==> src/hdl/rmsr_pkg.sv <==
package rmsr_pkg;

  localparam logic [14:0] Mult     = 15'd16807;
  localparam logic [32:0] Mask31   = 33'h0_7FFF_FFFF;
  localparam int unsigned DivSteps = 31;
  localparam int unsigned DivCntW  = 5;
  localparam int unsigned DrawW    = 5;

  typedef struct packed {
    logic signed [31:0] low_bound;
    logic signed [31:0] high_bound;
    logic               use_exclusion;
    logic signed [31:0] excluded_value;
  } rmsr_in_t;

  typedef struct packed {
    logic signed [31:0] value;
    logic        [30:0] generator_value;
    logic        [4:0]  draws_used;
    logic               exclusion_failed;
  } rmsr_out_t;

  typedef enum logic [5:0] {
    S_IDLE  = 6'b000001,
    S_MUL   = 6'b000010,
    S_FOLD  = 6'b000100,
    S_DIV   = 6'b001000,
    S_CHECK = 6'b010000,
    S_DONE  = 6'b100000
  } rmsr_state_e;

  typedef struct packed {
    logic accept;
    logic mul;
    logic fold;
    logic div_step;
    logic check;
    logic out_load;
  } rmsr_cmd_t;

  typedef struct packed {
    logic bounds_equal;
    logic hit_excluded;
  } rmsr_status_t;

endpackage

==> src/hdl/rmsr_dp.sv <==
module rmsr_dp (
  input  logic                   clk_i,
  input  logic                   rst_ni,
  input  rmsr_pkg::rmsr_in_t     in_word_i,
  input  logic                   cfg_we_i,
  input  logic [30:0]            cfg_data_i,
  input  rmsr_pkg::rmsr_cmd_t    cmd_i,
  output rmsr_pkg::rmsr_status_t status_o,
  output rmsr_pkg::rmsr_out_t    out_word_o
);

  logic [30:0] gen_q, gen_d;
  logic [30:0] prod_lo_q;
  logic [29:0] prod_hi_q;
  logic [31:0] low_q, avoid_q, mag_q, result_q;
  logic        excl_q;
  logic [31:0] rem_q;
  logic [30:0] dvd_q;
  logic [rmsr_pkg::DrawW-1:0] draws_q;
  rmsr_pkg::rmsr_out_t out_q;

  logic [31:0] in_diff, in_mag, sum;
  logic [32:0] fold_sum, fold_red, trial, trial_sub;

  assign in_diff = 32'(in_word_i.high_bound) - 32'(in_word_i.low_bound);
  assign in_mag  = in_diff[31] ? (32'd0 - in_diff) : in_diff;

  assign fold_sum = 33'(prod_lo_q) + {2'b00, prod_hi_q[14:0], 16'h0000}
                  + 33'(prod_hi_q[29:15]);
  assign fold_red = (fold_sum > rmsr_pkg::Mask31) ? (fold_sum - rmsr_pkg::Mask31)
                                                  : fold_sum;
  assign gen_d    = fold_red[30:0];

  assign trial     = {rem_q, dvd_q[30]};
  assign trial_sub = trial - {1'b0, mag_q};
  assign sum       = rem_q + low_q;

  assign status_o.bounds_equal = (in_word_i.low_bound == in_word_i.high_bound);
  assign status_o.hit_excluded = excl_q && (sum == avoid_q);

  always_ff @(posedge clk_i or negedge rst_ni) begin
    if (!rst_ni) begin
      gen_q <= 31'd1;
    end else if (cfg_we_i) begin
      gen_q <= cfg_data_i;
    end else if (cmd_i.fold) begin
      gen_q <= gen_d;
    end
  end

  always_ff @(posedge clk_i) begin
    if (cmd_i.accept) begin
      low_q    <= 32'(in_word_i.low_bound);
      avoid_q  <= 32'(in_word_i.excluded_value);
      excl_q   <= in_word_i.use_exclusion;
      mag_q    <= in_mag;
      result_q <= 32'(in_word_i.low_bound);
      draws_q  <= '0;
    end
    if (cmd_i.mul) begin
      prod_lo_q <= 31'(rmsr_pkg::Mult) * 31'(gen_q[15:0]);
      prod_hi_q <= 30'(rmsr_pkg::Mult) * 30'(gen_q[30:16]);
    end
    if (cmd_i.fold) begin
      rem_q <= '0;
      dvd_q <= gen_d;
      if (draws_q != '1) begin
        draws_q <= draws_q + 1'b1;
      end
    end
    if (cmd_i.div_step) begin
      rem_q <= trial_sub[32] ? trial[31:0] : trial_sub[31:0];
      dvd_q <= {dvd_q[29:0], 1'b0};
    end
    if (cmd_i.check) begin
      result_q <= sum;
    end
    if (cmd_i.out_load) begin
      out_q.value            <= result_q;
      out_q.generator_value  <= gen_q;
      out_q.draws_used       <= draws_q;
      out_q.exclusion_failed <= excl_q && (result_q == avoid_q);
    end
  end

  assign out_word_o = out_q;

endmodule

==> src/hdl/rmsr_ctrl.sv <==
module rmsr_ctrl #(
  parameter int unsigned MAX_RETRIES = 20
) (
  input  logic                   clk_i,
  input  logic                   rst_ni,
  input  logic                   in_valid_i,
  output logic                   in_ready_o,
  output logic                   out_valid_o,
  input  logic                   out_ready_i,
  input  rmsr_pkg::rmsr_status_t status_i,
  output rmsr_pkg::rmsr_cmd_t    cmd_o
);

  localparam int unsigned TryW = $clog2(MAX_RETRIES + 2);
  localparam logic [TryW-1:0] TryMax = TryW'(MAX_RETRIES);
  localparam logic [rmsr_pkg::DivCntW-1:0] DivLast =
    rmsr_pkg::DivCntW'(rmsr_pkg::DivSteps - 1);

  rmsr_pkg::rmsr_state_e state_q, state_d;
  logic [rmsr_pkg::DivCntW-1:0] div_cnt_q, div_cnt_d;
  logic [TryW-1:0] tries_q, tries_d;
  logic out_valid_q, out_valid_d;
  logic accept, out_free;

  assign in_ready_o = (state_q == rmsr_pkg::S_IDLE);
  assign accept     = in_valid_i && in_ready_o;
  assign out_free   = !out_valid_q || out_ready_i;

  always_comb begin
    state_d   = state_q;
    div_cnt_d = div_cnt_q;
    tries_d   = tries_q;
    cmd_o     = '0;
    case (state_q)
      rmsr_pkg::S_IDLE: begin
        if (accept) begin
          cmd_o.accept = 1'b1;
          tries_d      = '0;
          state_d      = status_i.bounds_equal ? rmsr_pkg::S_DONE : rmsr_pkg::S_MUL;
        end
      end
      rmsr_pkg::S_MUL: begin
        cmd_o.mul = 1'b1;
        state_d   = rmsr_pkg::S_FOLD;
      end
      rmsr_pkg::S_FOLD: begin
        cmd_o.fold = 1'b1;
        div_cnt_d  = '0;
        state_d    = rmsr_pkg::S_DIV;
      end
      rmsr_pkg::S_DIV: begin
        cmd_o.div_step = 1'b1;
        if (div_cnt_q == DivLast) begin
          div_cnt_d = '0;
          state_d   = rmsr_pkg::S_CHECK;
        end else begin
          div_cnt_d = div_cnt_q + 1'b1;
        end
      end
      rmsr_pkg::S_CHECK: begin
        cmd_o.check = 1'b1;
        if (status_i.hit_excluded && (tries_q < TryMax)) begin
          tries_d = tries_q + 1'b1;
          state_d = rmsr_pkg::S_MUL;
        end else begin
          state_d = rmsr_pkg::S_DONE;
        end
      end
      rmsr_pkg::S_DONE: begin
        if (out_free) begin
          cmd_o.out_load = 1'b1;
          state_d        = rmsr_pkg::S_IDLE;
        end
      end
      default: begin
        state_d = rmsr_pkg::S_IDLE;
      end
    endcase
  end

  always_comb begin
    out_valid_d = out_valid_q;
    if (out_valid_q && out_ready_i) begin
      out_valid_d = 1'b0;
    end
    if (cmd_o.out_load) begin
      out_valid_d = 1'b1;
    end
  end

  always_ff @(posedge clk_i or negedge rst_ni) begin
    if (!rst_ni) begin
      state_q     <= rmsr_pkg::S_IDLE;
      div_cnt_q   <= '0;
      tries_q     <= '0;
      out_valid_q <= 1'b0;
    end else begin
      state_q     <= state_d;
      div_cnt_q   <= div_cnt_d;
      tries_q     <= tries_d;
      out_valid_q <= out_valid_d;
    end
  end

  assign out_valid_o = out_valid_q;

  a_tries_bound: assert property (@(posedge clk_i) disable iff (!rst_ni)
    tries_q <= TryMax)
    else $error("retry count past limit");

  a_div_bound: assert property (@(posedge clk_i) disable iff (!rst_ni)
    div_cnt_q <= DivLast)
    else $error("divider step count past last step");

  a_no_overwrite: assert property (@(posedge clk_i) disable iff (!rst_ni)
    cmd_o.out_load |-> (!out_valid_q || out_ready_i))
    else $error("output word overwritten before taken");

  a_draw_start: assert property (@(posedge clk_i) disable iff (!rst_ni)
    (accept && !status_i.bounds_equal) |=> state_q == rmsr_pkg::S_MUL)
    else $error("draw not started after accept");

endmodule

==> src/hdl/ranged_minimal_standard_rng.sv <==
// with equal bounds no draw is made and the low bound is returned
// each draw: a multiply step, a fold step, a bit-serial remainder, then a check
// a new word is accepted only once the previous result has been moved to the output register
// the next word is accepted while a finished result waits in the output register
// reset: generator state 1, no word in flight, output empty

module ranged_minimal_standard_rng #(
  parameter int unsigned MAX_RETRIES = 20
) (
  input  logic                 clk_i,
  input  logic                 rst_ni,
  input  logic                 in_valid_i,
  output logic                 in_ready_o,
  input  rmsr_pkg::rmsr_in_t   in_word_i,
  output logic                 out_valid_o,
  input  logic                 out_ready_i,
  output rmsr_pkg::rmsr_out_t  out_word_o,
  input  logic                 cfg_valid_i,
  output logic                 cfg_ready_o,
  input  logic [30:0]          cfg_data_i
);

  rmsr_pkg::rmsr_cmd_t    cmd;
  rmsr_pkg::rmsr_status_t status;

  assign cfg_ready_o = 1'b1;

  rmsr_ctrl #(
    .MAX_RETRIES (MAX_RETRIES)
  ) u_ctrl (
    .clk_i       (clk_i),
    .rst_ni      (rst_ni),
    .in_valid_i  (in_valid_i),
    .in_ready_o  (in_ready_o),
    .out_valid_o (out_valid_o),
    .out_ready_i (out_ready_i),
    .status_i    (status),
    .cmd_o       (cmd)
  );

  rmsr_dp u_dp (
    .clk_i      (clk_i),
    .rst_ni     (rst_ni),
    .in_word_i  (in_word_i),
    .cfg_we_i   (cfg_valid_i && cfg_ready_o),
    .cfg_data_i (cfg_data_i),
    .cmd_i      (cmd),
    .status_o   (status),
    .out_word_o (out_word_o)
  );

endmodule

==> config.mk <==
export PLATFORM = sky130hd
export DESIGN_NAME = ranged_minimal_standard_rng
export DESIGN_NICKNAME = d
export VERILOG_FILES = /design/src/hdl/rmsr_pkg.sv /design/src/hdl/rmsr_dp.sv /design/src/hdl/rmsr_ctrl.sv /design/src/hdl/ranged_minimal_standard_rng.sv
export SDC_FILE = /design/constraint.sdc
export NUM_CORES = 1
export LEC_CHECK = 0
export BUFFER_PORTS_ARGS = -buffer_cell sky130_fd_sc_hd__buf_2
export CAP_MARGIN = 30
export CORE_MARGIN = 2
export CORE_UTILIZATION = 50
export DETAILED_ROUTE_END_ITERATION = 8
export MAX_ROUTING_LAYER = met4
export PLACE_DENSITY_LB_ADDON = 0.1
export SETUP_SLACK_MARGIN = 0.1
export SLEW_MARGIN = 20
export SYNTH_ARGS = -nofsm -noshare
export SYNTH_HDL_FRONTEND = slang
export SYNTH_SLANG_ARGS = --single-unit
==> constraint.sdc <==
create_clock -name clk_i -period 11.9 [get_ports clk_i]
set_clock_uncertainty 0.05 [all_clocks]
set_input_delay 2.38 -clock clk_i [delete_from_list [all_inputs] [get_ports clk_i]]
set_output_delay 2.38 -clock clk_i [all_outputs]
set_load 0.01 [all_outputs]
==> metrics.md <==
| Metric | Value |
|---|---|
| Outcome | finished, final reports clean |
| Die W | 248 um |
| Post-CTS setup buffer count | 0 |
| WL final | ~84 mm |
| Grt peak-use layer | met1 |
| Row Count | 89 |
| Sink count of the clock tree | 375 |
| R2r endpoint | u_dp.prod_hi_q[29]$_DFFE_PP_ |
| Die Y | between 200 and 250 um |
| Total gr overflow | 0 |
| Largest net degree at the start of global routing | 66 |
| Worst Path Required | 12.15 ns |
| Fill cells | between 5000 and 6000 |
| Clock Tree Buf Depth | 3 |
| Post-synth top area cell | edfxtp_1 |
| FF+latch area | about 0.011 mm2 |
| Worst-Skew Late Latency | around 0.6 ns |
| Unique masters post-synth | 103 |
| Avg WL per Cell | about 21 um |
| Setup crit start | u_dp.gen_q[23]$_DFFE_PN0P_ |
| Total Negative Setup Slacks | 0 ns |
| TritonCTS Buffers | between 40 and 50 |
| Clk slew on worst S/H paths | approximately 0.060 ns |
| Most frequent cell after synthesis | ha_1 |
| Ys flop type | edfxtp_1 |
| Met1 Use GR | between 40% and 50% |
| Worst Max-Slew Pin Slew | 0.924 ns |
| YS warnings | 0 |
| Slew margin rel. | between 30% and 40% |
| FF-to-FF Start | u_dp.gen_q[23]$_DFFE_PN0P_ |
| Crit end category | flop |
| Hold Startpoint | u_dp.result_q[0]$_DFFE_PP_ |
| Resized cells post-CTS | 0 |
| Reg2reg setup slack | 4.93 ns |
| Mux cell area share after synthesis | under 10% |
| Placed inst area | 0.0318 mm2 |
| P_int | about 5700 uW |
| HP Class | flop to flop |
| First-pass GRT wire length | about 130 mm |
| Mapped Avg Cell Area | about 10 um2 |
| Core Region | about 0.059 mm2 |
| Crit Path Class | flop to flop |
| Post-synthesis simple-gate area fraction | a little under an eighth |
| Main combinational cell family by area after synthesis | adder cells |
| Synth top area share | between 30% and 40% |
| Crit path to | u_dp.prod_hi_q[29]$_DFFE_PP_ |
| Syn nets | between 3000 and 4000 |
| FMAX | around 140 MHz |
| Worst Reg2Reg Path Length in Cells | 25 |
| Die ar. | ~0.06 mm2 |
| Vias in the first global route | roughly 22000 |
| Compound-cell area share of the yosys netlist | 14.5% |
| Initial antenna violation count | 4 |
| Global-route track usage on met3 | 3.23% |
| # port buffers | between 200 and 250 |
| Total Routing Usage GR | 28.3% |
| I/O pin count | roughly 210 |
| Hpwl dp | between 60 and 70 mm |
| Clk root buf | clkbuf_16 |
| Slew Limit Fails | 0 |
| Vias | 22719 |
| Post-layout util | 56.4% |
| First drt pass iteration count | 5 |
| Lkg Pwr | roughly 0.015 uW |
| RSZ-0062 raised after global routing | false |
| Met2 usage | approximately two fifths |
| Clock network power share | roughly an eighth |
| DRC errors left | 0 |
| Design Area, Final | between 0.03 and 0.04 mm2 |
| Routed Antenna Nets | 0 |
| Crit-path max FO | 8 |
| EDFF count, synth | ~320 |
| Data arrival, critical path | between 7 and 8 ns |
| Hold_buf cts | 0 |
| Peak supply drop | approximately 0.23 mV |
| Hold Violations, Final | 0 |
| CTS tree | done |
| Finish-stage setup viols | 0 |
| Initial Util | between 50% and 60% |
| Multi-input logic area | approximately 0.017 mm2 |
| XOR/XNOR Fraction of Synth Area | under 10% |
| Sequential share of the synthesized area | between 30% and 40% |
| Fin Hold WS | 0.418 ns |
| Post-synthesis adder-cell area fraction | between 20% and 30% |
| Combinational group share of total power | around two thirds |
| Final layout net count | roughly 3700 |
| Synth top area cells | edfxtp_1 32%, ha_1 15%, fa_1 7.6%, xnor2_1 5.5%, inv_1 4.2% |
| Post-Syn Area | around 0.03 mm2 |
| Switching pwr | ~4900 uW |
| CTS H-tree depth | 2 |
| PD cells | between 300 and 400 mW/mm2 |
| Async SR Flop Fraction | 12.8% |
| Post-Synthesis Cells | between 2000 and 3000 |
| Most frequent cells after synthesis | 360 x ha_1, 333 x inv_1, 321 x edfxtp_1 |
| Switching portion of total power | a little under half |
| Worst setup SP type | flop |
| Layout area overhead | 11.5% |
| Final Cycle Share | 58.6% |
| Max_cap viols | 0 |
| Via density per instance | between 5 and 6 |
| Seq pwr share | 21.3% |
| Final Critical Period | 6.97 ns |
| Final GP Congestion | between 0.9 and 1 |
| Seq cells post-synth | approximately 380 |
| Initial DRC count | 1572 |
| Layout cells sized above 1 | between 10% and 20% |
## layout make-up
type                            count  area share [%]
Sequential cell                   375            32.9
Clock inverter                     24           0.869
Inverter                          333            3.76
Clock buffer                       58            3.62
Multi-Input combinational cell   2141            52.5
Tap cell                          773            2.91
Timing Repair Buffer              220            3.43
Antenna cell                        2          0.0150
## worst max-delay path, stage by stage (launching register included)
cell and delay (ns):
dfrtp_1 0.55, inv_1 0.17, ha_1 0.32, inv_1 0.08, ha_1 0.15, inv_1 0.06
fa_1 0.50, fa_1 0.50, inv_1 0.07, fa_1 0.54, inv_1 0.06, fa_1 0.53
inv_1 0.04, ha_1 0.35, and2_1 0.17, o21ai_0 0.14, o21ai_0 0.21, a221o_1 0.41
a21oi_1 0.18, o21ai_0 0.15, o21a_1 0.20, o21ai_0 0.14, nand2b_1 0.10, a41o_1 0.27
o41ai_1 0.56, o21ai_0 0.18
## how the worst min path moves through the flow
stage | to | slack (ns) | depth (start not counted)
global route | u_dp.out_word_o[59]$_DFFE_PP_ | 0.43 | 0
finish | u_dp.out_word_o[37]$_DFFE_PP_ | 0.42 | 0
floorplan | u_dp.out_word_o[4]$_DFFE_PP_ | 0.38 | 0
CTS | u_dp.out_word_o[37]$_DFFE_PP_ | 0.42 | 0
detailed placement | u_dp.out_word_o[37]$_DFFE_PP_ | 0.41 | 0
global placement | u_dp.out_word_o[59]$_DFFE_PP_ | 0.40 | 0
## per-layer routing
layer	vias up	wire length, um
li1	10809	-
met1	11171	41500
met2	657	36300
met3	82	5140
met4	0	1040
met5	-	0
## cells in the final DEF (no fill, tap or decap), types with 20 or more instances in the layout
cell and count:
and3_1 22, nor4_1 20, nand3_1 46, fa_1 114, clkbuf_16 44, xnor2_1 186, o21ai_0 181, nand4_1 35
nand2_1 221, a21oi_1 159, nor2b_1 27, a21o_1 65, inv_1 331, nor3_1 32, nand2b_1 24, xor2_1 77
dfrtp_1 46, a211oi_1 32, ha_1 360, nor2_1 168, buf_2 203, o21a_1 33, mux2i_1 33, edfxtp_1 321
o21bai_1 22
## flip-flops by register name (all words and copies together), names as in the netlist
signal	flops
u_dp.excl_q	1
u_ctrl.out_valid_o	1
u_ctrl.div_cnt_q	5
u_ctrl.tries_q	5
u_dp.mag_q	32
u_dp.result_q	32
u_dp.prod_lo_q	31
u_dp.avoid_q	32
u_ctrl.state_q	6
u_dp.gen_q	31
u_dp.rem_q	32
u_dp.out_word_o	69
u_dp.prod_hi_q	30
u_dp.draws_q	5
u_dp.low_q	32
u_dp.dvd_q	31
## kinds of logic after synthesis
group | after synthesis
simple gates | 697
compound gates | 660
fa+ha+maj | 474
buf+inv | 388
flops | 375
xor+xnor | 273
mux | 36
other cells | 1
## power by group through the flow
stage,clock [uW],combinational [uW],sequential (uW)
after global routing,1480,7890,2280
after global placement,0,6770,2280
final,1400,6960,2260
after floorplan,0,5280,2160
after CTS,1430,6970,2260
after detailed placement,0,6880,2280
## through the flow
stage	total power (uW)	setup WS, ns	cells
after floorplan	7450	5.55	2904
after global placement	9050	4.84	3841
after detailed placement	9160	4.72	3842
after CTS	10700	4.95	3924
after global routing	11700	4.45	3925
final	10600	4.93	3926
(Power assumes the default switching activity.)
